## src/sv/srst_pkg.sv

```systemverilog
`timescale 1ns / 1ps

package srst_pkg;

    // Table geometry and field widths
    localparam int SLOTS_DEF  = 16;
    localparam int ADDR_W     = 64;
    localparam int SIZE_W     = 33;
    localparam int RSIZE_W    = 32;
    localparam int PE_W       = 8;
    localparam int SLOT_OUT_W = 4;

    // Rounding to an eight byte multiple
    localparam logic [SIZE_W-1:0] ALIGN_MASK = SIZE_W'(7);

    // Request codes
    typedef enum logic [1:0] {
        REQ_REGISTER = 2'd0,
        REQ_RELEASE  = 2'd1,
        REQ_LOOKUP   = 2'd2,
        REQ_NONE     = 2'd3
    } req_t;

    // Result status codes
    typedef enum logic [2:0] {
        STAT_OK         = 3'd0,
        STAT_ZERO_SIZE  = 3'd1,
        STAT_NO_SLOT    = 3'd2,
        STAT_ALLOC_FAIL = 3'd3,
        STAT_NOT_FOUND  = 3'd4,
        STAT_LOCAL      = 3'd5
    } status_t;

    // Sequencer states
    typedef enum logic [1:0] {
        S_IDLE,
        S_SCAN,
        S_FINISH
    } state_t;

    // One table entry as held in the slot memory
    typedef struct packed {
        logic [ADDR_W-1:0] start;
        logic [SIZE_W-1:0] size;
    } slot_entry_t;

    // Outcome of checking one entry
    typedef struct packed {
        logic              hit;
        logic [ADDR_W-1:0] offset;
    } match_t;

    // Round a byte count up to a multiple of eight
    function automatic logic [SIZE_W-1:0] align_size(input logic [RSIZE_W-1:0] rsize);
        logic [SIZE_W-1:0] sum;
        begin
            sum = {1'b0, rsize} + ALIGN_MASK;
            return sum & ~ALIGN_MASK;
        end
    endfunction

endpackage

```

## src/sv/srst_slot_mem.sv

```systemverilog
`timescale 1ns / 1ps

module srst_slot_mem
    import srst_pkg::*;
#(
    parameter int SLOTS = SLOTS_DEF,
    parameter int IDX_W = 4
) (
    input  logic             clk,
    input  logic             rst_n,
    input  logic [IDX_W-1:0] rd_idx,
    output slot_entry_t      rd_data,
    output logic             rd_valid,
    input  logic             wr_en,
    input  logic [IDX_W-1:0] wr_idx,
    input  logic             wr_valid,
    input  slot_entry_t      wr_data
);

    slot_entry_t      slot_mem_reg [SLOTS];
    slot_entry_t      rd_data_reg;
    logic [SLOTS-1:0] valid_reg;
    logic             rd_valid_reg;

    // Entry storage, registered read port
    always_ff @(posedge clk)
    begin
        if (wr_en)
        begin
            slot_mem_reg[wr_idx] <= wr_data;
        end
        rd_data_reg <= slot_mem_reg[rd_idx];
    end

    // Occupancy bits; a clear bit means a free slot
    always_ff @(posedge clk or negedge rst_n)
    begin
        if (!rst_n)
        begin
            valid_reg    <= '0;
            rd_valid_reg <= 1'b0;
        end
        else
        begin
            rd_valid_reg <= valid_reg[rd_idx];
            if (wr_en)
            begin
                valid_reg[wr_idx] <= wr_valid;
            end
        end
    end

    assign rd_data  = rd_data_reg;
    assign rd_valid = rd_valid_reg;

endmodule

```

## src/sv/srst_match.sv

```systemverilog
`timescale 1ns / 1ps

module srst_match
    import srst_pkg::*;
(
    input  logic              find_free,
    input  logic [ADDR_W-1:0] addr,
    input  logic              entry_valid,
    input  slot_entry_t       entry,
    output match_t            res
);

    logic [ADDR_W:0] diff;

    // Borrow out of the subtract means addr lies below the start
    assign diff = {1'b0, addr} - {1'b0, entry.start};

    always_comb
    begin
        res.offset = diff[ADDR_W-1:0];
        if (find_free)
        begin
            res.hit = !entry_valid;
        end
        else
        begin
            res.hit = entry_valid && !diff[ADDR_W] &&
                      (diff[ADDR_W-1:0] < ADDR_W'(entry.size));
        end
    end

endmodule

```

## src/sv/shared_region_slot_table.sv

```systemverilog
// Zero-size registers, local lookups and no-ops raise done in the cycle after accept;
// otherwise the table is walked slot by slot until a slot matches or the last slot is checked.
// New transactions are accepted only while idle; the slot scan reads one memory entry a cycle.
// The receiver cannot stall: done is high for exactly one cycle per accepted transaction.
// Reset (asynchronous, active low) marks every slot free and clears the total, last_start and my_pe at once;
// no clearing pass is needed.
`timescale 1ns / 1ps

module shared_region_slot_table
    import srst_pkg::*;
#(
    parameter int SLOTS = SLOTS_DEF
) (
    input  logic                  clk,
    input  logic                  rst_n,
    input  logic                  start,
    output logic                  busy,
    input  logic [1:0]            req_type,
    input  logic [RSIZE_W-1:0]    request_size,
    input  logic [ADDR_W-1:0]     address,
    input  logic [PE_W-1:0]       target_pe,
    output logic                  done,
    output logic [2:0]            status,
    output logic [SLOT_OUT_W-1:0] slot_index,
    output logic [ADDR_W-1:0]     offset,
    output logic [SIZE_W-1:0]     aligned_size,
    output logic [ADDR_W-1:0]     shared_total,
    output logic [ADDR_W-1:0]     last_start,
    input  logic                  cfg_valid,
    output logic                  cfg_ready,
    input  logic [PE_W-1:0]       cfg_data
);

    localparam int IDX_W = (SLOTS > 1) ? $clog2(SLOTS) : 1;
    localparam logic [IDX_W-1:0] LAST_IDX = IDX_W'(SLOTS - 1);

    // Control state
    state_t               state_reg, state_next;
    logic [IDX_W-1:0]     scan_idx_reg, scan_idx_next;
    logic                 chk_pend_reg, chk_pend_next;
    logic [IDX_W-1:0]     chk_idx_reg, chk_idx_next;
    logic                 found_reg, found_next;
    logic                 done_reg, done_next;
    logic [ADDR_W-1:0]    total_reg, total_next;
    logic [ADDR_W-1:0]    recent_reg, recent_next;
    logic [PE_W-1:0]      my_pe_reg, my_pe_next;

    // Transaction payload
    req_t                 req_reg, req_next;
    logic [ADDR_W-1:0]    addr_reg, addr_next;
    logic [SIZE_W-1:0]    asize_reg, asize_next;
    logic [IDX_W-1:0]     hit_idx_reg, hit_idx_next;
    logic [SIZE_W-1:0]    hit_size_reg, hit_size_next;
    logic [ADDR_W-1:0]    hit_off_reg, hit_off_next;
    status_t              status_reg, status_next;
    logic [SLOT_OUT_W-1:0] slot_reg, slot_next;
    logic [ADDR_W-1:0]    offset_reg, offset_next;

    // Memory and match wiring
    slot_entry_t          rd_entry;
    logic                 rd_valid;
    logic                 wr_en;
    logic                 wr_valid;
    slot_entry_t          wr_data;
    match_t               mres;

    req_t                 req_in;
    logic                 accept;
    logic                 needs_scan;

    assign req_in    = req_t'(req_type);
    assign busy      = (state_reg != S_IDLE);
    assign accept    = start && !busy;
    // my_pe only changes with no transaction being taken in the same cycle
    assign cfg_ready = !busy && !start;

    // Decide at accept whether the table has to be walked
    always_comb
    begin
        unique case (req_in)
            REQ_REGISTER: needs_scan = (request_size != '0);
            REQ_RELEASE:  needs_scan = 1'b1;
            REQ_LOOKUP:   needs_scan = (target_pe != my_pe_reg);
            default:      needs_scan = 1'b0;
        endcase
    end

    srst_slot_mem #(
        .SLOTS (SLOTS),
        .IDX_W (IDX_W)
    ) u_mem (
        .clk      (clk),
        .rst_n    (rst_n),
        .rd_idx   (scan_idx_reg),
        .rd_data  (rd_entry),
        .rd_valid (rd_valid),
        .wr_en    (wr_en),
        .wr_idx   (hit_idx_reg),
        .wr_valid (wr_valid),
        .wr_data  (wr_data)
    );

    srst_match u_match (
        .find_free   (req_reg == REQ_REGISTER),
        .addr        (addr_reg),
        .entry_valid (rd_valid),
        .entry       (rd_entry),
        .res         (mres)
    );

    // Next state
    always_comb
    begin
        state_next = state_reg;
        unique case (state_reg)
            S_IDLE:
            begin
                if (accept && needs_scan)
                begin
                    state_next = S_SCAN;
                end
            end
            S_SCAN:
            begin
                if (chk_pend_reg && (mres.hit || chk_idx_reg == LAST_IDX))
                begin
                    state_next = S_FINISH;
                end
            end
            S_FINISH: state_next = S_IDLE;
            default:  state_next = S_IDLE;
        endcase
    end

    // Datapath and outputs
    always_comb
    begin
        scan_idx_next = scan_idx_reg;
        chk_pend_next = chk_pend_reg;
        chk_idx_next  = chk_idx_reg;
        found_next    = found_reg;
        done_next     = 1'b0;
        total_next    = total_reg;
        recent_next   = recent_reg;
        my_pe_next    = (cfg_valid && cfg_ready) ? cfg_data : my_pe_reg;
        req_next      = req_reg;
        addr_next     = addr_reg;
        asize_next    = asize_reg;
        hit_idx_next  = hit_idx_reg;
        hit_size_next = hit_size_reg;
        hit_off_next  = hit_off_reg;
        status_next   = status_reg;
        slot_next     = slot_reg;
        offset_next   = offset_reg;
        wr_en         = 1'b0;
        wr_valid      = 1'b0;
        wr_data       = '0;

        unique case (state_reg)
            S_IDLE:
            begin
                if (accept)
                begin
                    req_next      = req_in;
                    addr_next     = address;
                    asize_next    = (req_in == REQ_REGISTER) ? align_size(request_size) : '0;
                    scan_idx_next = '0;
                    chk_pend_next = 1'b0;
                    found_next    = 1'b0;
                    hit_idx_next  = '0;
                    // Answers that need no table walk
                    if (!needs_scan)
                    begin
                        done_next = 1'b1;
                        slot_next = '0;
                        unique case (req_in)
                            REQ_REGISTER:
                            begin
                                status_next = STAT_ZERO_SIZE;
                                offset_next = '0;
                            end
                            REQ_LOOKUP:
                            begin
                                status_next = STAT_LOCAL;
                                offset_next = address;
                            end
                            default:
                            begin
                                status_next = STAT_NOT_FOUND;
                                offset_next = '0;
                            end
                        endcase
                    end
                end
            end
            S_SCAN:
            begin
                // Issue one read a cycle, check the entry read the cycle before
                scan_idx_next = (scan_idx_reg == LAST_IDX) ? scan_idx_reg
                                                           : scan_idx_reg + 1'b1;
                chk_pend_next = 1'b1;
                chk_idx_next  = scan_idx_reg;
                if (chk_pend_reg && mres.hit)
                begin
                    found_next    = 1'b1;
                    hit_idx_next  = chk_idx_reg;
                    hit_size_next = rd_entry.size;
                    hit_off_next  = mres.offset;
                end
            end
            S_FINISH:
            begin
                done_next   = 1'b1;
                status_next = STAT_NOT_FOUND;
                slot_next   = '0;
                offset_next = '0;
                unique case (req_reg)
                    REQ_REGISTER:
                    begin
                        priority if (!found_reg)
                        begin
                            status_next = STAT_NO_SLOT;
                        end
                        else if (addr_reg == '0)
                        begin
                            status_next = STAT_ALLOC_FAIL;
                        end
                        else
                        begin
                            wr_en         = 1'b1;
                            wr_valid      = 1'b1;
                            wr_data.start = addr_reg;
                            wr_data.size  = asize_reg;
                            total_next    = total_reg + ADDR_W'(asize_reg);
                            recent_next   = addr_reg;
                            status_next   = STAT_OK;
                            slot_next     = SLOT_OUT_W'(hit_idx_reg);
                        end
                    end
                    REQ_RELEASE:
                    begin
                        if (found_reg)
                        begin
                            wr_en       = 1'b1;
                            wr_valid    = 1'b0;
                            total_next  = total_reg - ADDR_W'(hit_size_reg);
                            recent_next = '0;
                            status_next = STAT_OK;
                            slot_next   = SLOT_OUT_W'(hit_idx_reg);
                        end
                    end
                    REQ_LOOKUP:
                    begin
                        if (found_reg)
                        begin
                            status_next = STAT_OK;
                            slot_next   = SLOT_OUT_W'(hit_idx_reg);
                            offset_next = hit_off_reg;
                        end
                    end
                    default:
                    begin
                        status_next = STAT_NOT_FOUND;
                    end
                endcase
            end
            default:
            begin
                done_next = 1'b0;
            end
        endcase
    end

    // Control registers
    always_ff @(posedge clk or negedge rst_n)
    begin
        if (!rst_n)
        begin
            state_reg    <= S_IDLE;
            scan_idx_reg <= '0;
            chk_pend_reg <= 1'b0;
            chk_idx_reg  <= '0;
            found_reg    <= 1'b0;
            done_reg     <= 1'b0;
            total_reg    <= '0;
            recent_reg   <= '0;
            my_pe_reg    <= '0;
        end
        else
        begin
            state_reg    <= state_next;
            scan_idx_reg <= scan_idx_next;
            chk_pend_reg <= chk_pend_next;
            chk_idx_reg  <= chk_idx_next;
            found_reg    <= found_next;
            done_reg     <= done_next;
            total_reg    <= total_next;
            recent_reg   <= recent_next;
            my_pe_reg    <= my_pe_next;
        end
    end

    // Payload registers
    always_ff @(posedge clk)
    begin
        req_reg      <= req_next;
        addr_reg     <= addr_next;
        asize_reg    <= asize_next;
        hit_idx_reg  <= hit_idx_next;
        hit_size_reg <= hit_size_next;
        hit_off_reg  <= hit_off_next;
        status_reg   <= status_next;
        slot_reg     <= slot_next;
        offset_reg   <= offset_next;
    end

    assign done         = done_reg;
    assign status       = status_reg;
    assign slot_index   = slot_reg;
    assign offset       = offset_reg;
    assign aligned_size = asize_reg;
    assign shared_total = total_reg;
    assign last_start   = recent_reg;

`ifndef NO_ASSERTIONS
    // An accepted transaction either walks the table or answers next cycle
    assert property (@(posedge clk) disable iff (!rst_n)
        accept |=> (busy || done))
    else $error("accepted transaction neither scanning nor answered");

    // A result is only presented once the sequencer is back to idle
    assert property (@(posedge clk) disable iff (!rst_n)
        done |-> !busy)
    else $error("result strobe while still busy");

    // Finishing a walk always produces a result
    assert property (@(posedge clk) disable iff (!rst_n)
        (state_reg == S_FINISH) |=> done)
    else $error("walk finished without a result");

    // The running total only moves together with a result
    assert property (@(posedge clk) disable iff (!rst_n)
        !done |-> $stable(shared_total))
    else $error("running total changed without a result");
`endif

endmodule
```

## config.mk

```make
export PLATFORM = sky130hd
export DESIGN_NAME = shared_region_slot_table
export DESIGN_NICKNAME = d
export VERILOG_FILES = /design/src/sv/srst_pkg.sv /design/src/sv/srst_slot_mem.sv /design/src/sv/srst_match.sv /design/src/sv/shared_region_slot_table.sv
export SDC_FILE = /design/constraint.sdc
export NUM_CORES = 2
export LEC_CHECK = 0
export ABC_AREA = 0
export BUFFER_PORTS_ARGS = -buffer_cell sky130_fd_sc_hd__buf_2
export CORE_ASPECT_RATIO = 0.75
export CORE_MARGIN = 2
export CORE_UTILIZATION = 38
export CTS_BUF_LIST = sky130_fd_sc_hd__clkbuf_4 sky130_fd_sc_hd__clkbuf_8
export DETAILED_ROUTE_END_ITERATION = 8
export SLEW_MARGIN = 20
export SYNTH_ARGS = -nofsm -noshare
export SYNTH_HDL_FRONTEND = slang
export SYNTH_SLANG_ARGS = --single-unit
```

## constraint.sdc

```tcl
create_clock -name clk -period 16.85 [get_ports clk]
set_clock_uncertainty 0.1 [all_clocks]
set_input_delay 5.055 -clock clk [delete_from_list [all_inputs] [get_ports clk]]
set_output_delay 5.055 -clock clk [all_outputs]
set_load 0.02 [all_outputs]
```

==> metrics.md <==
| Metric | Value |
|---|---|
| CP Data Required Time | `roughly 12 ns` |
| Worst hold path type | `register to register` |
| Core Area | `about 220,000 um^2` |
| Cells after synthesis | `5,662` |
| Setup violations, final | `0` |
| TritonCTS clock tree | `yes` |
| First-pass GRT wire length | `approximately 370,000 um` |
| Largest net degree at the start of global routing | `248` |
| Final Cycle Share | `0.6358` |
| Hold buffer count at CTS | `0` |
| Synth top area share | `0.6198` |
| Die Y | `415.3 um` |
| Final WL | `257,400 um` |
| Synth top area cells | `edfxtp_1, mux4_2, dfrtp_1` |
| Clock sink count | `2,026` |
| Ys Warns | `0` |
| Via count | `52.82k` |
| Net Sw Frac | `0.3340` |
| Asr flop ratio synth | `0.08045` |
| Crit path DAT | `roughly 5.6 ns` |
| DR WL/cell | `27.39 um` |
| Sequential power share | `0.428` |
| Area grow syn2layout | `14.23%` |
| NumNets Final | `about 6.4k` |
| Worst path top cell family by delay | `buffers and inverters` |
| Die width | `552.4 um` |
| Final Hold Viols | `0` |
| Setup TNS | `0 ns` |
| Worst-Margin Slew | `1.137 ns` |
| Starting Density | `0.3834` |
| Most frequent cells in the layout | `edfxtp_1, o21ai_0, clkbuf_8` |
| Vias in the first global route | `51.61k` |
| Cell mode on critical path | `buf_2` |
| Nature of the critical path endpoint | `output port` |
| Yosys cell types | `about 90` |
| DIE AREA | `229,400 um^2` |
| Setup repair bufs after CTS | `0` |
| MaxCap Viol Count | `0` |
| Worst Setup Start Kind | `primary input` |
| Commonest non-fill, non-tap cell in the layout | `edfxtp_1` |
| Cts repair resizes | `0` |
| Total congestion overflow | `0` |
| Largest fanout on the critical path | `4` |
| Status | `finished clean` |
| Delay of the slowest cell on the worst path | `between 0.15 and 0.2 ns` |
| Area after DPL | `91,030 um^2` |
| Clock Tree Buf Depth | `4` |
| Crit path cell chain | `buf_2, nor2_1, buf_2` |
| Antenna violations before repair | `20` |
| Max reg flops | `1,504` |
| Setup CP Type | `primary input to output port` |
| Max_slew headroom | `0.2417` |
| Mapped Area | `85,710 um^2` |
| Worst path bufs/invs | `2` |
| FP Rows | `150` |
| Post-synthesis sequential area ratio | `0.6893` |
| Psw | `0.004817 W` |
| Slew Limit Fails | `0` |
| Initial DRT Pass Iterations | `8` |
| FF+latch count, synth | `2,026` |
| Post-synth EDFFs | `roughly 1.8k` |
| Design area | `97,910 um^2` |
| DR iter-0 viols | `5,951` |
| Clk pin slew, worst setup/hold paths | `0.07 ns` |
| Root Driver | `clkbuf_8` |
| Detailed Place HPWL | `155,600 um` |
| PwrDens | `147.3 nW/um^2` |
| VDD IR max | `93.13 uV` |
| Leakage Power | `roughly 39 nW` |
| Tot GR Track Use | `0.2187` |
| Number of H-tree levels | `5` |
| Mean post-synth cell area | `15.14 um^2` |
| Primary flip-flop cell chosen by synthesis mapping | `edfxtp_1` |
| Flop2flop setup slack | `9.30 ns` |
| Routability cong. | `approximately 0.96` |
| DRC errors left | `0` |
| Yosys top cell by area | `edfxtp_1` |
| Port buffer count | `346` |
| Gate power share | `0.265` |
| Fmax | `slightly above 90 MHz` |
| Share of layout cells above drive strength 1 | `0.2161` |
| Worst-Skew Late Latency | `1.08 ns` |
| CTS buffer count | `~340` |
| ANT nets after route | `0` |
| Clock power share | `0.307` |
| RSZ-0062 raised after global routing | `false` |
| I/O Pins | `353` |
| DR vias/cell | `5.619` |
| CP max stage cell | `buf_2` |
| Tmin final | `roughly 11 ns` |
| Internal Dissipation | `0.009607 W` |
[worst paths after layout]
kind,to,cells past startpoint,from
setup / recovery,cfg_ready,3,start
hold / removal,hit_size_reg[10],0,u_mem.rd_data[10]
setup reg to reg,hit_off_reg[4],24,addr_reg[0]
hold reg to reg,hit_size_reg[10],0,u_mem.rd_data[10]
max in group asynchronous,scan_idx_reg[3],2,rst_n
min in group asynchronous,shared_total[58],1,rst_n
[cells in the mapped netlist (all sizes together), types with 17 or more instances]
master / n
nand3: 48
and2: 118
dfxtp: 94
nor4: 48
a31oi: 18
o21a: 27
clkbuf: 229
nor3: 51
buf: 63
xor2: 72
nand4: 58
and3: 26
o21bai: 17
a22oi: 95
mux4: 190
a22o: 65
a211oi: 21
a21o: 68
a221oi: 99
edfxtp: 1769
dfrtp: 163
mux2i: 288
inv: 155
o21ai: 407
nand2: 365
a21oi: 296
xnor2: 86
ha: 159
nand2b: 82
mux2: 122
nor2: 188
[logic make-up (layout without fill, tap and decap cells)]
logic type                 count (synthesis)  after routing  share of synthesized area
AOI/OAI and AO/OA                       1219           1219                    0.09073
buffers and inverters                    447           1209                    0.02016
xor gates and xnor gates                 158            158                    0.01615
other                                      1             13                 0.00004375
muxes                                    600            600                    0.09959
DFF                                     2026           2026                     0.6893
adders and majority gates                161            161                    0.02368
and+or+nand+nor                         1050           1050                    0.06035
[metrics by stage]
| step | std cells | util | hold WS (ns) | power, W | setup slack [ns] |
|---|---|---|---|---|---|
| CTS | 9392 | 0.4378 | 0.3299 | 0.01447 | 6.150 |
| detailed placement | 8784 | 0.4072 | 0.3183 | 0.01005 | 6.151 |
| floorplan | 5667 | - | 0.3082 | 0.008679 | 4.374 |
| finish | 9400 | 0.4380 | 0.3235 | 0.01442 | 6.137 |
| global placement | 8784 | 0.4072 | 0.3242 | 0.01003 | 6.143 |
| global route | 9397 | 0.4380 | 0.3478 | 0.01503 | 6.104 |
[cell type report]
class / instances / area [um^2]
fill: 19880 / 125600
sequential: 2026 / 59100
multi-input combinational: 3194 / 25130
clock buffer: 502 / 6083
tap: 2964 / 3709
timing repair buffer: 446 / 2536
clock inverter: 106 / 749.5
inverter: 155 / 584.3
antenna: 7 / 17.52
[power groups by stage]
stage               Clock [W]  Sequential [W]  Combinational, W
floorplan                   0         0.00617           0.00251
global placement            0         0.00626           0.00377
detailed placement          0         0.00626           0.00379
CTS                   0.00450         0.00617           0.00381
global route          0.00471         0.00619           0.00413
finish                0.00443         0.00617           0.00383
[worst register-to-register path: cells and delay by family (launching register included)]
kind	cells	cell delay, ns
compound gates	13	3.00
xor+xnor	1	0.44
fa+ha+maj	3	1.01
buf+inv	2	0.88
flops	1	0.34
simple gates	5	1.26
[per-layer routing]
layer / wire (um) / global-route usage
met3: 19390 / 0.03857
met2: 120700 / 0.3489
met5: 55 / 0
met1: 110300 / 0.3052
met4: 7004 / 0.06634
Note: power is estimated with default switching activity, not from simulation.
